$ cat src/salru_pkg.sv
package salru_pkg;

  localparam int TOTAL_W      = 32;
  localparam int OP_W         = 2;
  localparam int OUTCOME_W    = 2;
  localparam int ADDR_W       = 64;
  localparam int CFG_IDX_W    = 2;
  localparam int CFG_DATA_W   = 6;
  localparam int SET_BITS_W   = 3;
  localparam int BLOCK_BITS_W = 6;
  localparam int WAYS_CFG_W   = 4;
  // wide enough for any way index of a set with up to 32 lines
  localparam int WAY_IDX_W    = 5;

  localparam logic [OP_W-1:0] OP_LOAD   = 2'd0;
  localparam logic [OP_W-1:0] OP_STORE  = 2'd1;
  localparam logic [OP_W-1:0] OP_MODIFY = 2'd2;

  localparam logic [OUTCOME_W-1:0] OUT_MISS  = 2'd0;
  localparam logic [OUTCOME_W-1:0] OUT_HIT   = 2'd1;
  localparam logic [OUTCOME_W-1:0] OUT_EVICT = 2'd2;

  localparam logic [CFG_IDX_W-1:0] CFG_SET_BITS   = 2'd0;
  localparam logic [CFG_IDX_W-1:0] CFG_BLOCK_BITS = 2'd1;
  localparam logic [CFG_IDX_W-1:0] CFG_WAYS       = 2'd2;

  typedef logic [WAY_IDX_W-1:0] way_idx_t;

  typedef struct packed {
    logic     hit;
    way_idx_t hit_way;
    logic     inv;
    way_idx_t inv_way;
    way_idx_t min_way;
  } scan_res_t;

  function automatic logic [TOTAL_W-1:0] sat_inc(input logic [TOTAL_W-1:0] v);
    return (v == '1) ? v : v + 1'b1;
  endfunction

endpackage

$ cat src/salru_cmp.sv
module salru_cmp #(
  parameter int TAG_BITS   = 32,
  parameter int STAMP_BITS = 32
) (
  input  logic                  clk,
  input  logic                  rst_n,
  input  logic                  start,
  input  logic                  en,
  input  salru_pkg::way_idx_t   way,
  input  logic                  ent_valid,
  input  logic [TAG_BITS-1:0]   ent_tag,
  input  logic [STAMP_BITS-1:0] ent_stamp,
  input  logic [TAG_BITS-1:0]   ref_tag,
  output salru_pkg::scan_res_t  res
);

  import salru_pkg::*;

  scan_res_t             res_r, res_nxt;
  logic [STAMP_BITS-1:0] min_stamp_r, min_stamp_nxt;
  logic                  first_r, first_nxt;

  // one way per call: tag match, first invalid way, oldest stamp
  always_comb begin
    res_nxt       = res_r;
    min_stamp_nxt = min_stamp_r;
    first_nxt     = first_r;
    if (start) begin
      res_nxt.hit = 1'b0;
      res_nxt.inv = 1'b0;
      first_nxt   = 1'b1;
    end else if (en) begin
      if (ent_valid && (ent_tag == ref_tag) && !res_r.hit) begin
        res_nxt.hit     = 1'b1;
        res_nxt.hit_way = way;
      end
      if (!ent_valid && !res_r.inv) begin
        res_nxt.inv     = 1'b1;
        res_nxt.inv_way = way;
      end
      // strict less-than keeps the lowest way on a tie
      if (first_r || (ent_stamp < min_stamp_r)) begin
        min_stamp_nxt   = ent_stamp;
        res_nxt.min_way = way;
      end
      first_nxt = 1'b0;
    end
  end

  always_ff @(posedge clk) begin
    if (!rst_n) begin
      res_r   <= '0;
      first_r <= 1'b1;
    end else begin
      res_r   <= res_nxt;
      first_r <= first_nxt;
    end
    min_stamp_r <= min_stamp_nxt;
  end

  assign res = res_r;

endmodule

$ cat config.mk
export PLATFORM = sky130hd
export DESIGN_NAME = salru_cmp
export DESIGN_NICKNAME = d
export VERILOG_FILES = /design/src/salru_pkg.sv /design/src/salru_cmp.sv
export SDC_FILE = /design/constraint.sdc
export NUM_CORES = 1
export LEC_CHECK = 0
export BUFFER_PORTS_ARGS = -buffer_cell sky130_fd_sc_hd__buf_2
export CAP_MARGIN = 30
export CORE_ASPECT_RATIO = 0.7
export CORE_MARGIN = 2
export CORE_UTILIZATION = 35
export DETAILED_ROUTE_END_ITERATION = 10
export GPL_TIMING_DRIVEN = 0
export HOLD_SLACK_MARGIN = 0.1
export PLACE_DENSITY = 0.58
export SYNTH_ARGS = -nofsm -noshare
export SYNTH_HDL_FRONTEND = slang
export SYNTH_SLANG_ARGS = --single-unit
$ cat constraint.sdc
create_clock -name clk -period 7.8 [get_ports clk]
set_clock_uncertainty 0.2 [all_clocks]
set_input_delay 0.78 -clock clk [delete_from_list [all_inputs] [get_ports clk]]
set_output_delay 0.78 -clock clk [all_outputs]
set_load 0.01 [all_outputs]
==> results.py, run 1 <==
metrics = {
    "critical_path": {
        "timing.rr.start": "min_stamp_r[26]",
        "end_kind": "register",
        "crit_path_start": "ent_stamp[26]",
        "critPathRequiredTime_ns": 7.59,
        "cp-endpoint": "min_stamp_r[4]",
        "startpoint_type": "input port",
        "crit_type": "in2reg",
        "arrival_ns": 3.00,
        "crit_chain": "buf_2 -> ha_1 -> and4_1 -> nor4b_2 -> a2111oi_0 -> o22ai_1 -> a31oi_4 -> buf_12",
        "reg2regPathDepth": 8,
        "crit_buf_inv": 2,
        "critical_path.top_delay_family": "compound AO/OA/AOI/OAI gates",
        "crit_slowest_cell": "a31oi_4",
        "crit_cells": 8,
        "critPathMaxFanout": 24,
        "r2r_end": "min_stamp_r[1]",
        "r2r_setup_slack_ns": 4.83,
        "slowest_delay_ns": 0.53,
    },
    "placed_design": {
        "hpwl_mm": 5.10,
        "io_buffers": 122,
        "gp_congestion": 0.761,
        "placed_area_um2": 3590,
        "dp.cells": 477,
    },
    "hold_path": {
        "min_path_type": "reg2reg",
        "holdCritStartpoint": "res[3]",
    },
    "pwr": {
        "p_seq_frac": 0.482,
        "pwr-share-clk": 0.338,
        "leakage_nw": 1.77,
        "switchingPower_uw": 158,
        "vdd_drop_max_v": 0.000100,
        "netSwitchingFraction": 0.250,
        "p_total_uw": 632,
        "p_per_area_nw_per_um2": 170,
        "p_int_uw": 474,
        "pwr-share-comb": 0.180,
    },
    "global_routing": {
        "grt_overflow": 0,
        "grt_start_max_net_pins": 25,
        "antenna_found_initial": 0,
        "grt_pass1_vias": 2155,
        "gr-usage-all-layers": 0.137,
        "grt_pass1_wl_mm": 9.65,
    },
    "synthesis": {
        "synthCells": 253,
        "synth_flop_cell": "edfxtp_1",
        "synthMuxAreaShare": 0.0531,
        "syn_nets": 390,
        "synth_compound_area_frac": 0.0632,
        "synth_xor_area_frac": 0.0991,
        "ys_seq_area_frac": 0.467,
        "yosys.cell_types.count": 32,
        "synth_fa_ha_area_frac": 0.137,
        "synth_simple_gate_area_frac": 0.135,
        "synth_warnings": 0,
        "synth-seq-cells": 50,
        "synth-edff-count": 32,
        "syn_avg_cell_area_um2": 11.2,
        "synth_top_family_by_area": "adder cells",
        "synthArstFlopShare": 0,
        "synth.cell_area_um2": 2830,
    },
    "clock_tree": {
        "clock_latency_ns": 0.29,
        "cts_buffers": 5,
        "holdBufCountCts": 0,
        "post_cts.repair.setup_buffers": 0,
        "htreeDepth": 2,
        "clk_pin_slew_ns": 0.07,
        "root_buffer": "clkbuf_16",
        "cts_tree": "yes",
        "clkSinkCount": 50,
        "post_cts_resized": 0,
        "cts_max_path_buffers": 2,
    },
    "timing": {
        "min_period_ns": 3.21,
        "finalCritPeriodShare": 0.412,
        "maxSlewHeadroom": 0.594,
        "setup_tns_ns": 0,
        "maxClockFrequency_mhz": 311,
        "finalMaxSlewViolations": 0,
        "worstMarginPinSlew_ns": 0.606,
        "rsz0062_at_grt": "no",
        "setup_viol": 0,
        "hold_viol": 0,
    },
    "finish": {
        "antenna_cells": 0,
        "finalNetCount": 520,
        "fin_cells": 485,
        "final_cell_mix": "122 x buf_2, 32 x inv_1, 32 x edfxtp_1",
        "final_common_cell": "buf_2",
        "post-route-util": 0.476,
        "fill_cells": 742,
        "syn_to_final_growth_pct": 31.9,
        "layout-drive-gt1-share": 0.359,
        "fin_area_um2": 3730,
    },
    "die": {
        "core_area_um2": 7840,
        "die_w_um": 111,
        "die_h_um": 79.2,
        "rows": 27,
        "initial_core_util": 0.361,
        "die_area_um2": 8830,
        "ios": 123,
    },
    "detailed_routing": {
        "highest_layer": "met4",
        "ant_nets": 0,
        "wl_met1_mm": 2.92,
        "routed-wl-met3_um": 346,
        "drc_errors": 0,
        "first_pass_iters": 6,
        "wl_met2_mm": 2.79,
        "wirelength_mm": 6.08,
        "wl_per_cell_um": 12.5,
        "via_count": 2200,
        "drt_iter0_markers": 50,
        "vias_per_cell": 4.54,
    },
    "run_status": {
        "outcome": "complete, no violations",
    },
    "job": {
        "cap_violations": 0,
    },
}
==> cell type report <==
| class | count | area [µm²] | share of cell area |
|---|---|---|---|
| Clock buffer | 5 | 125 | 0.0335 |
| Inverter | 32 | 120 | 0.0322 |
| Buffer | 2 | 7.51 | 0.00201 |
| Multi-Input combinational cell | 169 | 1380 | 0.370 |
| Timing Repair Buffer | 123 | 631 | 0.169 |
| Sequential cell | 50 | 1320 | 0.354 |
| Clock inverter | 3 | 20.0 | 0.00537 |
| Tap cell | 101 | 126 | 0.0339 |
==> cells in the mapped netlist, drive strengths merged (2+ instances only) <==
cell type	n	share of area
a21oi	9	0.016
ha	31	0.14
nand2	20	0.027
o21a	2	0.0053
nor2	6	0.0080
a221oi	2	0.0062
nand4	4	0.0088
nand3	4	0.0071
o21ai	7	0.012
edfxtp	32	0.34
a211oi	3	0.0080
nor4	8	0.030
inv	32	0.042
clkbuf	2	0.0027
and4	2	0.0062
mux2i	15	0.053
xor2	31	0.096
dfxtp	18	0.13
nor2b	13	0.029
nor3	3	0.0071
==> cell families after synthesis <==
kind of cell	Yosys count
flops	50
buf+inv	34
xor+xnor	32
mux	15
simple gates	64
compound gates	27
fa+ha+maj	31
==> state kept, by name, summed over array words and instances (netlist names) <==
name	count
res	17
first_r	1
min_stamp_r	32
==> stage by stage <==
| stage | hold slack, ns | setup WS [ns] |
|---|---|---|
| 3_5_place_dp | 0.251 | 4.25 |
| 2_1_floorplan | 0.247 | 4.46 |
| 3_3_place_gp | 0.241 | 3.90 |
| 4_1_cts | 0.261 | 4.54 |
| 5_1_grt | 0.284 | 4.35 |
| 6_report | 0.256 | 4.59 |
==> tightest hold or removal path: cells and delay by family, from the launching register on <==
family / cells / cell delay (ns)
DFF: 1 / 0.31
and+or+nand+nor: 1 / 0.05
muxes: 1 / 0.05
==> routing by layer <==
metal,up-vias,GRT usage
met5,-,0
li1,1150,-
met4,0,0.0333
met1,1003,0.184
met2,43,0.218
met3,4,0.0443
==> power groups by stage <==
| stage | clock network (mW) | logic, mW | registers [mW] |
|---|---|---|---|
| after floorplan | 0 | 0.0603 | 0.312 |
| after global placement | 0 | 0.110 | 0.311 |
| after detailed placement | 0 | 0.115 | 0.311 |
| after CTS | 0.224 | 0.116 | 0.305 |
| after global routing | 0.234 | 0.131 | 0.306 |
| final | 0.214 | 0.114 | 0.305 |
==> worst min-delay path by stage <==
stage	cells past startpoint	slack (ns)	endpoint
CTS	2	0.26	res[3]
floorplan	2	0.25	first_r
global route	2	0.28	res[3]
finish	2	0.26	res[3]
detailed placement	2	0.25	res[3]
global placement	2	0.24	res[3]
Note: power is estimated with default switching activity, not from simulation.
==> run 2, diff against run 1 <==
--- a/config.mk
+++ b/config.mk
@@ -13,7 +13,7 @@
 export DETAILED_ROUTE_END_ITERATION = 10
 export GPL_TIMING_DRIVEN = 0
 export HOLD_SLACK_MARGIN = 0.1
-export PLACE_DENSITY = 0.58
+export PLACE_DENSITY = 0.6
 export SYNTH_ARGS = -nofsm -noshare
 export SYNTH_HDL_FRONTEND = slang
 export SYNTH_SLANG_ARGS = --single-unit
==> constraint.sdc (replaced) <==
create_clock -name clk -period 2.7 [get_ports clk]
set_clock_uncertainty 0.2 [all_clocks]
set_input_delay 0.27 -clock clk [delete_from_list [all_inputs] [get_ports clk]]
set_output_delay 0.27 -clock clk [all_outputs]
set_load 0.01 [all_outputs]
==> run 2 against run 1 <==
Clock power increased to 2.9 times the previous value. Largest cell class unchanged. Largest power group unchanged. Sequential power increased to 2.9 times the previous value. Power rose to 3.0 times the previous value.
==> results.py, run 2 (synthesized netlist as in run 1, its figures left out) <==
metrics = {
    "timing": {
        "worstMarginPinSlew_ns": 0.591,
        "setup_viol": 0,
        "finalMaxSlewViolations": 0,
        "min_period_ns": 2.65,
        "hold_ws_ns": 0.124,
        "maxSlewHeadroom": 0.604,
        "maxClockFrequency_mhz": 377,
        "finalCritPeriodShare": 0.983,
        "hold_viol": 0,
    },
    "global_routing": {
        "gr-usage-all-layers": 0.142,
        "antenna_found_initial": 0,
        "grt_pass1_vias": 2289,
        "grt_pass1_wl_mm": 10.2,
        "grt_start_max_net_pins": 22,
        "grt_overflow": 0,
    },
    "detailed_routing": {
        "wirelength_mm": 6.75,
        "drc_errors": 0,
        "vias_per_cell": 4.53,
        "ant_nets": 0,
        "first_pass_iters": 4,
        "wl_per_cell_um": 12.8,
        "drt_iter0_markers": 51,
        "via_count": 2383,
    },
    "hold_path": {
        "holdCritStartpoint": "start",
        "min_path_cells": 3,
        "whs_endpoint": "first_r",
        "min_path_type": "in2reg",
    },
    "clock_tree": {
        "clkSinkCount": 50,
        "clk_pin_slew_ns": 0.07,
        "htreeDepth": 2,
        "clock_latency_ns": 0.28,
        "cts_buffers": 5,
        "cts_tree": "yes",
        "cts_max_path_buffers": 2,
        "root_buffer": "clkbuf_16",
    },
    "critical_path": {
        "slowest_delay_ns": 0.53,
        "startpoint_type": "input port",
        "crit_buf_inv": 3,
        "arrival_ns": 2.46,
        "timing.rr.start": "min_stamp_r[27]",
        "critical_path.top_delay_family": "buffers and inverters",
        "crit_chain": "dlygate4sd3_1 -> buf_2 -> ha_4 -> nand2_2 -> nor4b_4 -> a2111oi_2 -> o22ai_2 -> a31oi_4 -> clkbuf_16",
        "crit_type": "in2reg",
        "end_kind": "register",
        "critPathRequiredTime_ns": 2.51,
        "critPathMaxFanout": 6,
        "r2r_setup_slack_ns": 0.07,
        "reg2regPathDepth": 8,
        "r2r_end": "min_stamp_r[0]",
        "crit_slowest_cell": "dlygate4sd3_1",
    },
    "pwr": {
        "leakage_nw": 1.98,
        "p_per_area_nw_per_um2": 450,
        "vdd_drop_max_v": 0.000334,
        "p_total_mw": 1.91,
    },
    "run_status": {
        "outcome": "complete, no violations",
    },
    "finish": {
        "final_common_cell": "buf_2",
        "largest_register_ffs": 32,
        "largest-register": "min_stamp_r",
        "antenna_cells": 0,
        "multi_input_area_um2": 1470,
        "seqCellArea_um2": 1320,
        "finalNetCount": 561,
        "final_cell_mix": "121 x buf_2, 38 x dlygate4sd3_1, 32 x inv_1, 32 x edfxtp_1, 31 x xor2_1",
        "fill_cells": 724,
        "layout-drive-gt1-share": 0.360,
        "syn_to_final_growth_pct": 50.2,
    },
    "die": {
        "core_area_um2": 7840,
        "initial_core_util": 0.361,
        "rows": 27,
        "die_h_um": 79.2,
        "die_w_um": 111,
        "ios": 123,
        "die_area_um2": 8830,
    },
    "placed_design": {
        "io_buffers": 122,
        "gp_congestion": 0.717,
        "hpwl_mm": 5.19,
    },
    "job": {
        "cap_violations": 0,
    },
}
## run 2: final cells by class
cell class,instances,share of cell area
sequential,50,0.311
timing repair buffer,164,0.251
buffer,2,0.00177
clock inverter,3,0.00471
clock buffer,5,0.0294
multi-input combinational,169,0.345
tap,101,0.0297
inverter,32,0.0283
## run 2: how the worst max path moves through the flow
stage                          from        endpoint  slack (ns)  cells after the start
finish                ent_stamp[22]  min_stamp_r[0]        0.05                      9
CTS                   ent_stamp[22]  min_stamp_r[0]       0.005                      9
detailed placement     ent_stamp[2]  min_stamp_r[0]       -0.33                      8
global route          ent_stamp[22]          res[1]       -0.04                     10
floorplan           min_stamp_r[27]  min_stamp_r[0]       -0.13                      7
global placement       ent_stamp[2]  min_stamp_r[6]       -0.69                      7
## run 2: per-stage QoR
stage	util	cell area, µm²	TNS, ns	worst slack [ns]	cells
final	0.542	4250	0	0.0457	526
after global routing	0.542	4250	-0.302	-0.0351	526
after CTS	0.530	4160	0	0.00511	525
after detailed placement	0.460	3600	-8.91	-0.327	477
after global placement	0.456	3570	-25.02	-0.686	476
after floorplan	-	2840	-4.44	-0.129	253
## run 2: what timing repair did
action | CTS | global route
pin swaps | 1 | 6
hold buffers | 38 | 0
resized for setup | 0 | 17
endpoints found under the setup margin | 37 | 37
endpoints found under the hold margin | 47 | 0
gates cloned | 0 | 2
buffers inserted | 2 | 0
## run 2: per-layer routing
layer,GRT usage,share of wire
met2,0.232,0.47
met3,0.0489,0.056
met5,0,0
met4,0.0148,0
met1,0.189,0.47
## run 2: worst min-delay path, cell delays in order
cell and delay [ns]:
buf_2 0.12, nor2b_1 0.09, o21ai_0 0.08
## run 2: power breakdown
| group | switching, mW | total, mW | internal, mW |
|---|---|---|---|
| Combinational | 0.198 | 0.419 | 0.221 |
| Clock | 0.270 | 0.614 | 0.344 |
| Sequential | 0.0131 | 0.881 | 0.868 |
==> run 3, diff against run 2 <==
==> constraint.sdc (replaced) <==
create_clock -name clk -period 2.15 [get_ports clk]
set_clock_uncertainty 0.2 [all_clocks]
set_input_delay 0.215 -clock clk [delete_from_list [all_inputs] [get_ports clk]]
set_output_delay 0.215 -clock clk [all_outputs]
set_load 0.01 [all_outputs]
==> run 3 against run 2 <==
The flow now finishes with violations (negative setup slack). Sequential power rose by 26%. Largest cell class unchanged. Cell count grew 1.5%. Via count up 1.5%. First-iteration DRC count decreased by 22%. Sequential share of layout area down 1.1 points. Largest power group unchanged. Register-to-register slack worse by 0.34 ns. Utilization is 2.0 points higher.
==> results.py, run 3 (synthesized netlist as in run 1, its figures left out) <==
metrics = {
    "run_status": {
        "outcome": "complete, but fails checks",
        "violations": "negative setup slack",
    },
    "timing": {
        "finalCritPeriodShare": 1.13,
        "maxSlewHeadroom": 0.605,
        "finalMaxSlewViolations": 0,
        "worstMarginPinSlew_ns": 0.589,
        "rsz0062_at_grt": "yes",
        "fin_ws_ns": -0.271,
        "setup_viol": 37,
        "maxClockFrequency_mhz": 413,
        "hold_viol": 0,
        "min_period_ns": 2.42,
        "setup_tns_ns": -9.03,
    },
    "finish": {
        "largest_register_ffs": 32,
        "syn_to_final_growth_pct": 55.7,
        "fill_cells": 720,
        "largest-register": "min_stamp_r",
        "final_cell_mix": "122 x buf_2, 41 x dlygate4sd3_1, 32 x edfxtp_1",
        "finalNetCount": 569,
        "final_common_cell": "buf_2",
        "antenna_cells": 0,
        "layout-drive-gt1-share": 0.386,
        "fin_cells": 534,
        "post-route-util": 0.562,
    },
    "pwr": {
        "switchingPower_uw": 620,
        "pwr-share-comb": 0.234,
        "p_seq_frac": 0.451,
        "netSwitchingFraction": 0.253,
        "leakage_nw": 2.03,
        "p_total_mw": 2.45,
        "p_int_mw": 1.83,
        "p_per_area_nw_per_um2": 557,
        "pwr-share-clk": 0.314,
        "vdd_drop_max_v": 0.000416,
    },
    "detailed_routing": {
        "via_count": 2419,
        "first_pass_iters": 4,
        "wl_per_cell_um": 12.9,
        "vias_per_cell": 4.53,
        "ant_nets": 0,
        "drc_errors": 0,
        "wirelength_mm": 6.89,
        "drt_iter0_markers": 40,
    },
    "critical_path": {
        "critPathRequiredTime_ns": 1.95,
        "critPathMaxFanout": 12,
        "timing.rr.start": "min_stamp_r[27]",
        "arrival_ns": 2.22,
        "crit_type": "reg2reg",
        "end_kind": "register",
        "r2r_setup_slack_ns": -0.27,
        "startpoint_type": "register",
        "reg2regPathDepth": 9,
        "r2r_end": "min_stamp_r[26]",
    },
    "clock_tree": {
        "htreeDepth": 2,
        "clk_pin_slew_ns": 0.06,
        "cts_tree": "yes",
        "cts_max_path_buffers": 2,
        "cts_buffers": 5,
        "clkSinkCount": 50,
        "clock_latency_ns": 0.28,
        "root_buffer": "clkbuf_16",
    },
    "die": {
        "core_area_um2": 7840,
        "rows": 27,
        "initial_core_util": 0.361,
        "die_w_um": 111,
        "ios": 123,
        "die_area_um2": 8830,
        "die_h_um": 79.2,
    },
    "placed_design": {
        "hpwl_mm": 5.19,
        "place_ws_ns": -0.836,
        "io_buffers": 122,
        "dp.cells": 477,
        "gp_congestion": 0.717,
    },
    "global_routing": {
        "gr-usage-all-layers": 0.149,
        "grt_pass1_wl_mm": 10.6,
        "grt_start_max_net_pins": 17,
        "antenna_found_initial": 0,
        "grt_pass1_vias": 2341,
        "grt_overflow": 0,
    },
    "job": {
        "cap_violations": 0,
    },
    "hold_path": {
        "min_path_type": "in2reg",
        "holdCritStartpoint": "rst_n",
        "min_path_cells": 3,
        "whs_endpoint": "res[16]",
    },
}
-- run 3: cell types whose count changed in the layout (fill, tap and decap cells not counted), moves of 2 or more --
cell | before | now
ha_4 | 3 | 5
ha_1 | 28 | 26
inv_2 | 0 | 3
inv_1 | 32 | 29
dlygate4sd3_1 | 38 | 41
o21ai_2 | 0 | 2
-- run 3: layout make-up --
| class | count | area, µm² | share of cell area |
|---|---|---|---|
| Clock inverter | 3 | 20.0 | 0.00454 |
| Inverter | 32 | 120 | 0.0273 |
| Timing Repair Buffer | 172 | 1170 | 0.265 |
| Multi-Input combinational cell | 169 | 1520 | 0.345 |
| Clock buffer | 5 | 125 | 0.0284 |
| Buffer | 2 | 7.51 | 0.00170 |
| Tap cell | 101 | 126 | 0.0287 |
| Sequential cell | 50 | 1320 | 0.300 |
-- run 3: what timing repair did --
item,in CTS,in global routing
hold buffers,40,1
pin swaps,3,7
hold endpoints to repair,50,1
cloned,1,1
gates resized for setup,12,19
buffers inserted,5,2
endpoints found under the setup margin,37,42
-- run 3: how the worst max path moves through the flow --
stage	to	cells after the start	start
after floorplan	min_stamp_r[0]	7	min_stamp_r[27]
after global placement	min_stamp_r[6]	7	min_stamp_r[2]
after detailed placement	min_stamp_r[0]	8	min_stamp_r[2]
after CTS	min_stamp_r[25]	9	min_stamp_r[25]
after global routing	min_stamp_r[31]	9	min_stamp_r[26]
final	min_stamp_r[26]	9	min_stamp_r[27]
-- run 3: per-layer routing --
layer / part of all wire / GRT usage / wire, µm / up-vias
met2: 0.47 / 0.243 / 3260 / 45
met4: 0.0023 / 0.0222 / 16 / 0
met3: 0.051 / 0.0466 / 354 / 4
li1: - / - / - / 1246
met1: 0.47 / 0.199 / 3260 / 1124
met5: 0 / 0 / 0 / -
-- run 3: critical path, stage by stage, from the launching register on --
cell and delay [ns]:
edfxtp_1 0.38, inv_2 0.08, ha_4 0.19, and4_4 0.19, nor4b_4 0.14, a2111oi_4 0.31
o22ai_2 0.14, a31oi_4 0.21, buf_6 0.16, buf_12 0.14
-- run 3: power groups by stage --
| stage | Clock, mW | Combinational (mW) | Sequential, mW |
|---|---|---|---|
| floorplan | 0 | 0.221 | 1.13 |
| global placement | 0 | 0.402 | 1.13 |
| detailed placement | 0 | 0.423 | 1.13 |
| CTS | 0.798 | 0.529 | 1.11 |
| global route | 0.851 | 0.642 | 1.11 |
| finish | 0.771 | 0.574 | 1.11 |
-- run 3: per-stage QoR --
| step | area [µm²] | hold slack, ns |
|---|---|---|
| floorplan | 2840 | 0.114 |
| global placement | 3570 | 0.209 |
| detailed placement | 3600 | 0.212 |
| CTS | 4270 | -0.0700 |
| global route | 4410 | 0.147 |
| finish | 4410 | 0.149 |
